==> src/rtl/core/lskt_ram.sv <==
`timescale 1ns / 1ps
module lskt_ram #(
  parameter int WIDTH = 32,
  parameter int DEPTH = 64
) (
  input  logic                     clk,
  input  logic                     we,
  input  logic [$clog2(DEPTH)-1:0] waddr,
  input  logic [WIDTH-1:0]         wdata,
  input  logic [$clog2(DEPTH)-1:0] raddr,
  output logic [WIDTH-1:0]         rdata
);

  logic [WIDTH-1:0] mem [DEPTH];
  logic [WIDTH-1:0] rdata_r;

  always_ff @(posedge clk) begin
    if (we) begin
      mem[waddr] <= wdata;
    end
    rdata_r <= mem[raddr];
  end

  assign rdata = rdata_r;

endmodule

==> config.mk <==
export PLATFORM = sky130hd
export DESIGN_NAME = lskt_ram
export DESIGN_NICKNAME = d
export VERILOG_FILES = /design/src/rtl/core/lskt_ram.sv
export SDC_FILE = /design/constraint.sdc
export NUM_CORES = 2
export LEC_CHECK = 0
export BUFFER_PORTS_ARGS = -buffer_cell sky130_fd_sc_hd__buf_2
export CORE_ASPECT_RATIO = 1.2
export CORE_MARGIN = 2
export CORE_UTILIZATION = 40
export CTS_BUF_LIST = sky130_fd_sc_hd__clkbuf_2
export CTS_CLUSTER_SIZE = 24
export DETAILED_ROUTE_END_ITERATION = 6
export GPL_ROUTABILITY_DRIVEN = 0
export PLACE_DENSITY_LB_ADDON = 0.12
export SYNTH_ARGS = -nofsm -noshare
export SYNTH_HDL_FRONTEND = slang
export SYNTH_SLANG_ARGS = --single-unit
export TNS_END_PERCENT = 5
==> constraint.sdc <==
create_clock -name clk -period 4.6 [get_ports clk]
set_input_delay 0.69 -clock clk [delete_from_list [all_inputs] [get_ports clk]]
set_output_delay 0.69 -clock clk [all_outputs]
set_load 0.01 [all_outputs]
==> impl_metrics.env <==
export IMPL_setup_repair_after_global_routing_missed_its_margin="no"
export IMPL_cts_sink_count=2080
export IMPL_route_detailed_vias_per_inst=5.582
export IMPL_grt_pass1_wl_um=319800
export IMPL_maxCapViolations=0
export IMPL_vias_in_the_first_global_route=42460
export IMPL_cellInternalPower_w=0.02660
export IMPL_cts_repair_timing_setup_buffer_count=0
export IMPL_r2r_slack_ns=1.41
export IMPL_worst_path_dominant_cell_family="flip-flops"
export IMPL_clk_path_buf_depth=4
export IMPL_netlist_top_cells_area="edfxtp_1 78%, mux4_2 16%, mux2i_1 1.2%, dfxtp_1 0.82%, o22ai_1 0.67%"
export IMPL_critPathMaxFanout=1
export IMPL_wl_per_cell_um=32.47
export IMPL_worst_r2r_cell_count=8
export IMPL_htreeDepth=6
export IMPL_tritoncts_num_buffers=545
export IMPL_synth_seq_cells=2080
export IMPL_power_switching_share_pct=25.17
export IMPL_worstSetupEndpointType="output pin"
export IMPL_required_ns=3.91
export IMPL_post_dp_hpwl_um=129800
export IMPL_drt_antenna_violating_nets=0
export IMPL_placementRows=178
export IMPL_firstDrtPassIters=5
export IMPL_drive_gt1_share_pct=38.81
export IMPL_post_synth_top_area_fraction_pct=78.33
export IMPL_synth_distinct_cells=34
export IMPL_post_cts_resize_count=0
export IMPL_worst_pin_slew_ns=1.275
export IMPL_critical_path_reg2reg_startpoint="mem[27][5]"
export IMPL_ys_warnings_count=0
export IMPL_fp_coreArea_sq_mm=0.1955
export IMPL_p_clk_share_pct=34.5
export IMPL_vdd_ir_drop_worst_uv=260.5
export IMPL_clkSlewWorstSetupHoldPaths_ns=0.12
export IMPL_start_point_of_the_worst_hold_path="waddr[1]"
export IMPL_cellPowerDensity_mw_per_mm2=396.8
export IMPL_final_max_slew_violation_count=0
export IMPL_hold_viol=0
export IMPL_status="finished, final reports clean"
export IMPL_num_vias=39580
export IMPL_netlist_instances=3324
export IMPL_critical_path_slowest_cell="dfxtp_1"
export IMPL_critical_path_cell_count=1
export IMPL_p_seq_share_pct=59.2
export IMPL_initial_core_util_pct=40.15
export IMPL_critPathLaunch="rdata[19]"
export IMPL_finalSetupTns_ns=0
export IMPL_numPortBuffers=77
export IMPL_final_common_cell="edfxtp_1"
export IMPL_grt_ovfl_total=0
export IMPL_route_final_wire_length_um=230200
export IMPL_hold_worst_slack_ns=0.2819
export IMPL_power_leakage_nw=29.02
export IMPL_detailedRoute_firstIterationViolations=4333
export IMPL_final_min_clock_period_ns=3.405
export IMPL_clock_tree_from_tritoncts="built"
export IMPL_share_comb_of_total_power_pct=6.3
export IMPL_layout_cells_most_common_list="2,048 x edfxtp_1, 782 x clkbuf_2, 544 x mux4_2"
export IMPL_fin_nets=4141
export IMPL_worst_path_buf_inv=1
export IMPL_fmaxAchievable_mhz=293.7
export IMPL_timing_setup_critical_path_class="reg -> out"
export IMPL_floorplan_die_width_um=408.4
export IMPL_critical_path_max_stage_delay_ns=0.65
export IMPL_final_core_utilization_pct=45.81
export IMPL_p_sw_w=0.008946
export IMPL_worstSkewPairLatency_ns=1.86
export IMPL_slew_headroom_pct=15.03
export IMPL_finalClockSkew_ns=0.1206
export IMPL_hp_class="in -> reg"
export IMPL_avgSynthCellArea_sq_um=23.62
export IMPL_synth_net_count=3370
export IMPL_arrival_ns=2.71
export IMPL_final_setup_viol_count=0
export IMPL_cts_root_buffer_cell="clkbuf_2"
export IMPL_die_h_um=489.3
export IMPL_final_period_utilization_pct=74.01
export IMPL_pin_count_of_the_biggest_net_entering_global_routing=71
export IMPL_detail_route_drc_violations=0
export IMPL_number_of_antenna_violations_at_the_first_check_in_global_routing=18
export IMPL_biggest_area_consumer_among_synthesized_cells="edfxtp_1"
export IMPL_crit_end="rdata[19]"
export IMPL_overall_die_area_sq_mm=0.1999
export IMPL_timing_critical_path_cells="buf_2"
export IMPL_boundaryPins=78
export IMPL_seq_area_frac_synth_pct=79.14
export IMPL_cts_hold_buffers=113
export IMPL_grt_usage_pct=23.11
export IMPL_syn_to_final_growth_pct=14.08
export IMPL_synth_cell_area_sq_mm=0.07852
export IMPL_worstSetupStartpointType="flip-flop"
export IMPL_critical_path_reg2reg_endpoint="rdata[5]"
## power by group through the flow
stage | registers (W) | logic, W | clock network (W)
final | 0.0210 | 0.00224 | 0.0123
after global routing | 0.0211 | 0.00236 | 0.0136
after CTS | 0.0210 | 0.00228 | 0.0127
after detailed placement | 0.0215 | 0.00216 | 0
after global placement | 0.0215 | 0.00213 | 0
after floorplan | 0.0214 | 0.00102 | 0
## stage by stage
step	area, sq um	setup slack, ns	cells	total power [W]
floorplan	78520	0.7502	3324	0.02246
global placement	83670	0.4604	6045	0.02361
detailed placement	83670	0.4645	6045	0.02364
CTS	89560	0.8692	7086	0.03600
global route	89570	0.9757	7089	0.03704
finish	89570	1.195	7090	0.03554
## flip-flops by register name, summed over array words and instances, names as in the netlist
register	count
mem	2048
rdata	32
## final cells by class
type,count,area (sq um)
tap,2610,3266
multi-input combinational,1062,15970
sequential,2080,62140
clock inverter,146,701.9
antenna,4,10.01
clock buffer,782,3914
timing repair buffer,406,3575
fill,16770,106000
## cell usage after synthesis
| cell | count |
|---|---|
| nand4_1 | 2 |
| or3_1 | 3 |
| mux4_2 | 544 |
| o221ai_1 | 27 |
| nor2b_1 | 15 |
| edfxtp_1 | 2048 |
| nand3_1 | 5 |
| buf_1 | 21 |
| dfxtp_1 | 32 |
| buf_2 | 57 |
| or2_0 | 1 |
| mux2i_1 | 93 |
| or2_1 | 1 |
| a31oi_1 | 1 |
| a22oi_1 | 12 |
| or2_2 | 1 |
| a311oi_1 | 8 |
| and3_1 | 4 |
| clkbuf_1 | 74 |
| buf_6 | 5 |
| nand3b_1 | 5 |
| or3b_2 | 3 |
| nor2_1 | 137 |
| and2_1 | 2 |
| a41o_1 | 4 |
| nor3_1 | 7 |
| or3b_1 | 2 |
| o32ai_1 | 4 |
| nand2_1 | 26 |
| buf_4 | 25 |
| nand2b_1 | 8 |
| nand4b_1 | 1 |
| o22ai_1 | 84 |
| a21oi_1 | 62 |
## cells by family (layout without fill, tap and decap cells)
group / count (synthesis) / after routing / synth area share, %
buffers and inverters: 182 / 1334 / 1.128
multiplexers: 637 / 637 / 16.79
AND/OR/NAND/NOR: 223 / 223 / 1.265
other: 0 / 4 / 0
AO/OA/AOI/OAI: 202 / 202 / 1.673
flip-flops: 2080 / 2080 / 79.14
## layer usage
layer	vias up	share of wire [%]	GRT usage, %	wire [um]
li1	16140	-	-	-
met1	21400	41	30.09	93310
met2	1666	50	38.88	115700
met3	367	6.3	4.428	14410
met4	4	2.9	8.209	6750
met5	-	0.0091	0	21
## worst min-delay path by stage
stage	to	slack (ns)	cells after the start
after floorplan	rdata[17]	0.66	4
after global placement	rdata[8]	0.79	4
after detailed placement	rdata[17]	0.81	4
after CTS	mem[49][28]	0.01	4
after global routing	mem[49][28]	0.17	4
final	mem[49][28]	0.28	4
Note: power is estimated with default switching activity, not from simulation.
