===== config.mk =====
export PLATFORM = sky130hd
export DESIGN_NAME = lskt_cell
export DESIGN_NICKNAME = d
export VERILOG_FILES = /design/src/rtl/core/lskt_pkg.sv /design/src/rtl/core/lskt_cell.sv
export SDC_FILE = /design/constraint.sdc
export NUM_CORES = 1
export LEC_CHECK = 0
export BUFFER_PORTS_ARGS = -buffer_cell sky130_fd_sc_hd__clkbuf_2
export CAP_MARGIN = 20
export CORE_MARGIN = 8
export CORE_UTILIZATION = 45
export CTS_CLUSTER_SIZE = 12
export DETAILED_ROUTE_END_ITERATION = 10
export PLACE_DENSITY = 0.88
export SYNTH_ARGS = -nofsm -noshare
export SYNTH_HDL_FRONTEND = slang
export SYNTH_SLANG_ARGS = --single-unit

===== constraint.sdc =====
create_clock -name clk -period 4.57 [get_ports clk]
set_clock_uncertainty 0.15 [all_clocks]
set_input_delay 0.914 -clock clk [delete_from_list [all_inputs] [get_ports clk]]
set_output_delay 0.914 -clock clk [all_outputs]
set_load 0.03 [all_outputs]

===== src/rtl/core/lskt_pkg.sv =====
`timescale 1ns / 1ps
package lskt_pkg;

  localparam int CAPACITY_DEF     = 64;
  localparam int KEY_BITS_DEF     = 32;
  localparam int PAYLOAD_BITS_DEF = 32;

  typedef enum logic [1:0] {
    OP_ADD    = 2'd0,
    OP_ERASE  = 2'd1,
    OP_QUERY  = 2'd2,
    OP_RESORT = 2'd3
  } op_t;

  typedef enum logic [1:0] {
    ST_DONE      = 2'd0,
    ST_NOT_FOUND = 2'd1,
    ST_FULL      = 2'd2
  } status_t;

  typedef enum logic [3:0] {
    S_IDLE,
    S_POP,
    S_ADD,
    S_MID,
    S_PROBE,
    S_SKIP,
    S_HIT,
    S_RDP,
    S_SORT,
    S_TRIM,
    S_DONE
  } state_t;

  typedef struct packed {
    logic load;
    logic kill;
    logic pair_en;
  } cell_ctl_t;

endpackage


===== src/rtl/core/lskt_cell.sv =====
`timescale 1ns / 1ps
module lskt_cell #(
  parameter int KEY_BITS = 32,
  parameter int IDX_BITS = 6
) (
  input  logic                  clk,
  input  logic                  rst_n,
  input  lskt_pkg::cell_ctl_t   ctl,
  input  logic [KEY_BITS-1:0]   ld_key,
  input  logic [IDX_BITS-1:0]   ld_slot,
  input  logic [KEY_BITS-1:0]   left_key,
  input  logic [IDX_BITS-1:0]   left_slot,
  input  logic                  left_live,
  input  logic                  take_left,
  input  logic [KEY_BITS-1:0]   right_key,
  input  logic [IDX_BITS-1:0]   right_slot,
  input  logic                  right_live,
  output logic                  swap_right,
  output logic [KEY_BITS-1:0]   key,
  output logic [IDX_BITS-1:0]   slot,
  output logic                  live
);
  import lskt_pkg::*;

  logic [KEY_BITS-1:0] key_r;
  logic [IDX_BITS-1:0] slot_r;
  logic                live_r;
  logic                after;

  // tombstones sort last, equal keys keep their order
  always_comb begin
    if (!live_r) begin
      after = right_live;
    end else begin
      after = right_live && (key_r > right_key);
    end
  end

  assign swap_right = ctl.pair_en & after;

  always_ff @(posedge clk) begin
    if (!rst_n) begin
      live_r <= 1'b0;
    end else if (ctl.load) begin
      live_r <= 1'b1;
    end else if (ctl.kill) begin
      live_r <= 1'b0;
    end else if (swap_right) begin
      live_r <= right_live;
    end else if (take_left) begin
      live_r <= left_live;
    end
  end

  always_ff @(posedge clk) begin
    if (ctl.load) begin
      key_r  <= ld_key;
      slot_r <= ld_slot;
    end else if (swap_right) begin
      key_r  <= right_key;
      slot_r <= right_slot;
    end else if (take_left) begin
      key_r  <= left_key;
      slot_r <= left_slot;
    end
  end

  assign key  = key_r;
  assign slot = slot_r;
  assign live = live_r;

endmodule


==> reports/qor.csv, run 1 <==
stage,metric,value,unit
placement,gp_congestion,0.831,
global_routing,first_global_vias,3074,
clocking,hold_bufs_inserted_after_cts,0,
finish,insertedDiodeCount,0,
die,num_rows,29,
min_path,hold_depth,4,
setup_path,cp.arrival,2.99,ns
finish,area.sequential,0.00116,mm2
clocking,cts_tree,yes,
clocking,cts.sinks,39,
synthesis,synthXorXnorAreaFrac,0,%
job,drv_cap,0,
synthesis,library_cell_occupying_the_most_area_in_the_post_synthesis_netlist,sky130_fd_sc_hd__edfxtp_1,
detailed_routing,viasPerCell,5.07,
finish,layout-drive-gt1-share,38.4,%
global_routing,grtUsageTotal,18.1,%
setup_path,crit_path_max_fanout,4,
clocking,post-cts-setup-buffers,0,
finish,instances_no_fill,569,
detailed_routing,routed.top_layer,met4,
placement,dp_worst_setup_slack,0.491,ns
clocking,cts.clk_slew.worst_paths,0.08,ns
global_routing,pin_count_of_the_biggest_net_entering_global_routing,79,
sta,final_min_period,4.05,ns
synthesis,ys_seq_elements,39,
detailed_routing,met2RoutedLength,4510,um
power,power_leakage,1.92,nW
clocking,clock_insertion_delay_worst_skew,0.29,ns
setup_path,required,3.51,ns
global_routing,grt_pass1_wl,14300,um
synthesis,yosys.area_share.simple,18.8,%
clocking,cts_inserted_buffers,5,
sta,slew_hr,40.1,%
power,power-per-cell-area,281,mW/mm2
clocking,cts_root_buf,sky130_fd_sc_hd__clkbuf_8,
global_routing,grt_overflow,0,
sta,layout_worst_path_cycle_share,88.6,%
sta,worstMarginPinSlew,0.898,ns
power,finalPower,1.10,mW
sta,slew_viol_final,0,
setup_path,worstSetupStartpointType,input pin,
detailed_routing,wirelength,8780,um
die,chipWidth,96.9,um
die,core_region_area,0.00635,mm2
synthesis,ys_async_sr_fraction,0,%
finish,multi_input_area,0.00156,mm2
placement,buffer_ports.inserted,161,
finish,fillCellCount,554,
synthesis,synthTopCellsByArea,"sky130_fd_sc_hd__edfxtp_1, sky130_fd_sc_hd__a21oi_1, sky130_fd_sc_hd__ha_1",
synthesis,yosysUniqueCellTypes,35,
clocking,clock_path_buffers,2,
synthesis,yosys-mux-area-fraction,0,%
synthesis,post_synth_most_frequent_cells,"sky130_fd_sc_hd__a21oi_1, sky130_fd_sc_hd__nand2_1, sky130_fd_sc_hd__nor2b_1",
detailed_routing,detail_route.drc_violations,0,
global_routing,antenna_found_initial,0,
setup_path,reg2regPathDepth,8,
synthesis,syn-mean-instance-area,8.78,um2
detailed_routing,drtAntennaViolNets,0,
die,die_area,0.00938,mm2
sta,setup_tns,0,ns
setup_path,path_class,in2out,
clocking,cts_htree_levels,2,
finish,core_occupancy_in_the_finished_layout,61.4,%
sta,timing.final.setup_violations,0,
detailed_routing,wl_per_cell,15.4,um
synthesis,synth_largest_type_area_fraction,38.8,%
synthesis,yosys_most_used_dff,sky130_fd_sc_hd__edfxtp_1,
setup_path,worstSetupEndpointType,output pin,
placement,placed_wire_length_estimate,7200,um
synthesis,synth_edf_count,38,
synthesis,synth_area,0.00294,mm2
synthesis,library_cell_with_the_highest_instance_count_after_synthesis,sky130_fd_sc_hd__a21oi_1,
detailed_routing,number_of_search_and_repair_iterations_in_the_first_detailed_routing_pass,4,
outcome,run_status,"finished, final reports clean",
synthesis,postSynthNetCount,489,
sta,layout_setup_ws,0.521,ns
synthesis,synth_compound_area_share,20.6,%
min_path,hold_path_class,reg2reg,
clocking,cts_repair_resize_count,0,
sta,max_freq,247,MHz
power,vdd_drop_max,0.182,mV
synthesis,yosysSeqAreaShare,39.5,%
die,io_count,162,
finish,area_delta_synth_final,32.6,%
detailed_routing,wl_met3,644,um
die,initial_core_util,46.3,%
synthesis,synth_top_family_by_area,compound AO/OA/AOI/OAI gates,
detailed_routing,route.layer.met1.wl,3470,um
placement,placedCellCount,561,
finish,nNetsFinal,645,
sta,report.final.hold_viol_count,0,
synthesis,yosysWarnings,0,
synthesis,netlist_instances,335,
sta,unrepaired_setup_endpoints_after_global_routing,no,
detailed_routing,dr_total_vias,2883,
synthesis,synth_fa_ha_area_share,13.6,%
detailed_routing,dr.first_iter.drc_count,96,
die,chipHeight,96.9,um
[per-layer routing]
layer	track usage, %	up-vias
met1	19.2	1295
met4	6.04	0
met2	32.6	99
li1	-	1477
met5	0	-
met3	6.05	12
[final timing paths]
check                 from          to  slack, ns
min reg2reg           live        live       0.63
min                   live        live       0.63
max reg2reg        key[31]     key[11]       1.14
max          right_key[31]  swap_right       0.52
[critical path: stages]
cell and delay, ns:
sky130_fd_sc_hd__clkbuf_2 0.09, sky130_fd_sc_hd__inv_1 0.04, sky130_fd_sc_hd__ha_1 0.29, sky130_fd_sc_hd__nand4_2 0.15, sky130_fd_sc_hd__or4_4 0.57, sky130_fd_sc_hd__a2111oi_2 0.35
sky130_fd_sc_hd__o31ai_1 0.12, sky130_fd_sc_hd__a21boi_4 0.16, sky130_fd_sc_hd__inv_2 0.09, sky130_fd_sc_hd__clkbuf_2 0.21
[stage by stage]
| stage | instance area [um2] | hold WS (ns) |
|---|---|---|
| after floorplan | 2940 | 0.651 |
| after global placement | 3790 | 0.613 |
| after detailed placement | 3790 | 0.624 |
| after CTS | 3900 | 0.637 |
| after global routing | 3900 | 0.677 |
| final | 3900 | 0.627 |
[cells in the final DEF, fill, tap and decap left out, drive strengths merged, types with 2 or more instances in the layout]
master	count
nor3	2
o21a	2
nor2b	40
edfxtp	38
nor2	5
o21ai	4
a21boi	2
buf	5
inv	35
nand4	7
a21oi	91
clkinv	2
nand2	46
ha	32
clkbuf	166
[registers in the layout, summed over array words and instances, names as in the netlist]
signal and flops:
live 1, slot 6, key 32
[report_power, final]
group | total, mW | internal [mW] | leakage (nW) | switching (mW)
clock | 0.283 | 0.160 | 0.0556 | 0.123
combinational | 0.353 | 0.135 | 1.47 | 0.219
sequential | 0.460 | 0.439 | 0.392 | 0.0205
total | 1.10 | 0.734 | 1.92 | 0.362
[cell type report]
class	instances	share of cell area, %
multi-input combinational	244	40.0
sequential	39	29.8
timing repair buffer	166	21.6
inverter	35	3.37
tap	77	2.47
clock buffer	5	1.76
clock inverter	3	0.994
[cells by family after synthesis]
family / Yosys count
AOI/OAI and AO/OA: 105
and+or+nand+nor: 107
DFF: 39
buffers and inverters: 52
adders and majority gates: 32
(Power assumes the default switching activity.)
==> inputs of run 2 (changes only) <==
- CORE_UTILIZATION: 45 -> 41
- PLACE_DENSITY: 0.88 -> 0.85
- clock period: 4.57 -> 3.6 ns (I/O delays scaled with it)
==> reports/qor.csv, run 2 (synthesis results as in run 1) <==
stage,metric,value,unit
die,initial_core_util,41.5,%
setup_path,required,2.73,ns
sta,final_min_period,3.55,ns
clocking,cts.clk_slew.worst_paths,0.08,ns
detailed_routing,wl_per_cell,15.5,um
clocking,post-cts-setup-buffers,0,
power,power-per-cell-area,336,mW/mm2
finish,insertedDiodeCount,0,
clocking,cts_inserted_buffers,5,
clocking,cts_root_buf,sky130_fd_sc_hd__clkbuf_8,
clocking,clock_path_buffers,2,
finish,nNetsFinal,650,
detailed_routing,drtAntennaViolNets,0,
die,num_rows,31,
global_routing,grtUsageTotal,17.6,%
global_routing,pin_count_of_the_biggest_net_entering_global_routing,47,
setup_path,critical-path-max-stage-delay,0.58,ns
die,io_count,162,
sta,layout_setup_ws,0.0528,ns
placement,gp_congestion,0.805,
power,power_leakage,1.94,nW
min_path,hold_path_class,in2reg,
sta,max_freq,282,MHz
die,die_area,0.0101,mm2
global_routing,antenna_found_initial,0,
setup_path,cp.arrival,2.68,ns
setup_path,worstSetupEndpointType,output pin,
global_routing,first_global_vias,3122,
setup_path,timing.critical_path.slowest_stage_cell,sky130_fd_sc_hd__or4_4,
finish,largest_register_ffs,32,
clocking,cts_htree_levels,2,
setup_path,crit_path_max_fanout,3,
placement,buffer_ports.inserted,161,
die,core_region_area,0.00710,mm2
global_routing,grt_overflow,0,
detailed_routing,wirelength,9240,um
power,finalPower,1.34,mW
detailed_routing,viasPerCell,4.94,
detailed_routing,dr_total_vias,2943,
placement,placed_wire_length_estimate,7610,um
power,vdd_drop_max,0.175,mV
setup_path,path_class,in2out,
global_routing,grt_pass1_wl,14300,um
clocking,cts_tree,yes,
die,chipWidth,101,um
finish,area_delta_synth_final,35.4,%
job,drv_cap,0,
outcome,run_status,"finished, final reports clean",
clocking,hold_bufs_inserted_after_cts,0,
sta,slew_viol_final,0,
setup_path,path_buf_inv,4,
finish,mostFrequentLayoutCell,sky130_fd_sc_hd__clkbuf_2,
detailed_routing,dr.first_iter.drc_count,89,
finish,core_occupancy_in_the_finished_layout,56.1,%
setup_path,category_of_cells_accounting_for_the_largest_share_of_critical_path_delay,simple AND/OR/NAND/NOR gates,
clocking,cts.sinks,39,
sta,slew_hr,44.8,%
finish,layout-drive-gt1-share,38.8,%
placement,dp_worst_setup_slack,-0.0257,ns
sta,report.final.hold_viol_count,0,
sta,layout_worst_path_cycle_share,98.5,%
setup_path,worstSetupStartpointType,input pin,
finish,final_cell_mix,"sky130_fd_sc_hd__clkbuf_2, sky130_fd_sc_hd__a21oi_1, sky130_fd_sc_hd__nand2_1",
detailed_routing,number_of_search_and_repair_iterations_in_the_first_detailed_routing_pass,4,
detailed_routing,detail_route.drc_violations,0,
sta,worstMarginPinSlew,0.828,ns
setup_path,cp_cell_sequence,clkbuf_2 > inv_1 > ha_1 > nand4_1 > or4_4 > a2111oi_4 > o31ai_1 > a21boi_4 > inv_2 > buf_4,
die,chipHeight,101,um
clocking,clock_insertion_delay_worst_skew,0.29,ns
sta,timing.final.setup_violations,0,
finish,fillCellCount,682,
==> run 2: changes by cell type in the layout (fill, tap and decap cells not counted), sizes merged <==
| cell | change |
|---|---|
| bufinv | -1 |
| clkinv | -1 |
| buf | +6 |
| clkbuf | +1 |
==> run 2: repair_timing <==
| item | 4_1_cts | 5_1_grt |
|---|---|---|
| endpoints found under the setup margin | 1 | 1 |
| resized for setup | 1 | 2 |
| pin swaps | 0 | 1 |
==> run 2: per-stage QoR <==
step	cells	hold slack [ns]	setup TNS, ns	cell area [um2]
after CTS	596	0.492	0	3970
after floorplan	335	0.651	0	2950
after global placement	588	0.624	0	3890
final	596	0.504	0	3980
after detailed placement	588	0.652	-0.511	3890
after global routing	596	0.533	-0.0317	3980
==> run 2: worst paths after layout <==
kind | endpoint | slack (ns) | cells after the start | startpoint
min | live | 0.50 | 3 | rst_n
max | swap_right | 0.05 | 10 | right_key[25]
min reg2reg | live | 0.65 | 4 | live
max reg2reg | key[7] | 0.43 | 11 | key[25]
==> run 2: worst register-to-register path, delay by kind of cell, from the launching register on <==
kind            cells  cell delay (ns)
simple gates        3             0.78
compound gates      4             0.76
buf+inv             3             0.59
flops               1             0.41
fa+ha+maj           1             0.33
==> run 2: per-layer routing <==
| layer | global-route usage (%) | part of all wire, % |
|---|---|---|
| met5 | 0 | 0 |
| met4 | 5.47 | 1.1 |
| met3 | 4.63 | 6.7 |
| met2 | 31.2 | 52 |
| met1 | 20.0 | 40 |
==> run 2: area by class of cell <==
type                            count  area [um2]  area share [%]
Tap cell                           99         124            3.11
Sequential cell                    39        1160            29.1
Multi-Input combinational cell    244        1580            39.6
Timing Repair Buffer              171         908            22.8
Clock inverter                      1        5.00           0.126
Inverter                           35         131            3.30
Clock buffer                        7        76.3            1.92
==> run 2: report_power, final <==
group / internal (mW) / switching (mW)
registers: 0.557 / 0.0269
clock network: 0.136 / 0.160
logic: 0.179 / 0.281
==> inputs of run 3 (changes only) <==
- CELL_PAD_IN_SITES_DETAIL_PLACEMENT: default -> 1
- CELL_PAD_IN_SITES_GLOBAL_PLACEMENT: default -> 1
- CORE_MARGIN: 8 -> default
- CORE_UTILIZATION: 41 -> 29
==> reports/qor.csv, run 3 (synthesis results as in run 1) <==
stage,metric,value,unit
finish,layout-drive-gt1-share,39.6,%
sta,slew_viol_final,0,
die,chipWidth,103,um
sta,max_freq,289,MHz
clocking,clock_insertion_delay_worst_skew,0.29,ns
global_routing,grtUsageTotal,17.5,%
finish,fillCellCount,1267,
clocking,cts_inserted_buffers,5,
min_path,hold_path_class,in2reg,
detailed_routing,dr.first_iter.drc_count,64,
clocking,cts_htree_levels,2,
die,io_count,162,
power,power_frac_seq,40.3,%
power,clkPwrFrac,27.3,%
placement,placed_wire_length_estimate,7640,um
finish,nNetsFinal,650,
clocking,cts.clk_slew.worst_paths,0.09,ns
die,initial_core_util,30.0,%
sta,layout_worst_path_cycle_share,96.0,%
sta,layout_setup_ws,0.145,ns
setup_path,required,2.73,ns
setup_path,cp.arrival,2.58,ns
global_routing,grt_pass1_wl,14300,um
finish,multi_input_area,0.00160,mm2
global_routing,first_global_vias,3053,
die,chipHeight,103,um
power,share_comb_of_total_power,32.4,%
sta,final_min_period,3.45,ns
setup_path,crit_path_max_fanout,3,
clocking,post-cts-setup-buffers,0,
global_routing,antenna_found_initial,0,
power,finalPower,1.45,mW
sta,final.hold.worst_slack,0.502,ns
global_routing,pin_count_of_the_biggest_net_entering_global_routing,54,
die,core_region_area,0.00982,mm2
power,power-per-cell-area,355,mW/mm2
placement,gp_congestion,0.768,
sta,slew_hr,65.5,%
detailed_routing,dr_total_vias,2992,
global_routing,grt_overflow,0,
power,power_leakage,1.96,nW
die,num_rows,36,
setup_path,path_class,in2out,
finish,final_cell_mix,"sky130_fd_sc_hd__clkbuf_2, sky130_fd_sc_hd__a21oi_1, sky130_fd_sc_hd__nand2_1",
die,die_area,0.0106,mm2
finish,mostFrequentLayoutCell,sky130_fd_sc_hd__clkbuf_2,
finish,area_delta_synth_final,38.9,%
setup_path,worstSetupStartpointType,input pin,
clocking,cts_root_buf,sky130_fd_sc_hd__clkbuf_8,
power,vdd_drop_max,0.139,mV
power,p_sw,0.486,mW
clocking,clock_path_buffers,2,
sta,timing.final.setup_violations,0,
detailed_routing,viasPerCell,4.75,
detailed_routing,number_of_search_and_repair_iterations_in_the_first_detailed_routing_pass,4,
clocking,cts_tree,yes,
finish,insertedDiodeCount,0,
placement,dp_worst_setup_slack,-0.0886,ns
power,power_report.internal_total,0.964,mW
finish,core_occupancy_in_the_finished_layout,41.6,%
power,switching_share,33.5,%
detailed_routing,wl_per_cell,14.9,um
finish,largest_register_ffs,32,
setup_path,worstSetupEndpointType,output pin,
detailed_routing,detail_route.drc_violations,0,
finish,area.sequential,0.00116,mm2
detailed_routing,wirelength,9370,um
placement,buffer_ports.inserted,161,
job,drv_cap,0,
clocking,cts.sinks,39,
sta,unrepaired_setup_endpoints_after_global_routing,no,
outcome,run_status,"finished, final reports clean",
sta,report.final.hold_viol_count,0,
detailed_routing,drtAntennaViolNets,0,
sta,worstMarginPinSlew,0.517,ns
==> run 3: cell types whose count changed in the layout (fill, tap and decap cells not counted) <==
cell                        delta
sky130_fd_sc_hd__ha_4          +1
sky130_fd_sc_hd__buf_4         -1
sky130_fd_sc_hd__nor4_1        -1
sky130_fd_sc_hd__clkbuf_1      -2
sky130_fd_sc_hd__nor4_2        +1
sky130_fd_sc_hd__bufinv_16     +1
sky130_fd_sc_hd__clkbuf_8      +2
sky130_fd_sc_hd__ha_1          -1
==> run 3: worst max-delay path, cell delays in order <==
cell                       delay [ns]
sky130_fd_sc_hd__clkbuf_2        0.10
sky130_fd_sc_hd__inv_1           0.04
sky130_fd_sc_hd__ha_1            0.30
sky130_fd_sc_hd__nand4_1         0.11
sky130_fd_sc_hd__or4_4           0.58
sky130_fd_sc_hd__nor2_1          0.14
sky130_fd_sc_hd__a31oi_1         0.15
sky130_fd_sc_hd__a21boi_4        0.22
sky130_fd_sc_hd__inv_2           0.06
sky130_fd_sc_hd__clkbuf_8        0.16
==> run 3: repair_timing <==
item,in CTS,in global routing
pin swaps,0,4
resized for setup,3,2
setup endpoints to repair,1,1
endpoints found under the hold margin,0,0
hold buffers,0,0
==> run 3: power groups by stage <==
stage	Sequential (mW)	Combinational (mW)	Clock [mW]
floorplan	0.683	0.191	0
CTS	0.585	0.474	0.406
global route	0.590	0.521	0.425
global placement	0.593	0.451	0
finish	0.585	0.469	0.396
detailed placement	0.596	0.469	0
==> run 3: path summary, 6_finish.rpt <==
check | from | to | slack (ns) | cells after the start
worst max-delay path | right_key[24] | swap_right | 0.15 | 10
worst min-delay path | rst_n | live | 0.50 | 3
worst max register to register | key[24] | key[27] | 0.40 | 10
worst min register to register | live | live | 0.65 | 4
==> run 3: final cells by class <==
type | count | share of cell area (%)
multi-input combinational | 244 | 39.1
sequential | 39 | 28.4
timing repair buffer | 171 | 22.4
tap | 133 | 4.07
inverter | 35 | 3.21
clock buffer | 6 | 2.02
clock inverter | 2 | 0.857
==> run 3: metal layers <==
| metal | global-route usage, % | part of all wire (%) |
|---|---|---|
| met1 | 19.6 | 41 |
| met5 | 0 | 0 |
| met2 | 32.6 | 52 |
| met4 | 5.31 | 1.3 |
| met3 | 4.47 | 6.1 |
==> run 3: metrics by stage <==
stage	TNS [ns]	cells	instance area, um2
after detailed placement	-4.43	622	3930
after global placement	-1.55	622	3930
final	0	630	4090
after floorplan	0	335	2950
after CTS	0	630	4070
after global routing	0	630	4090
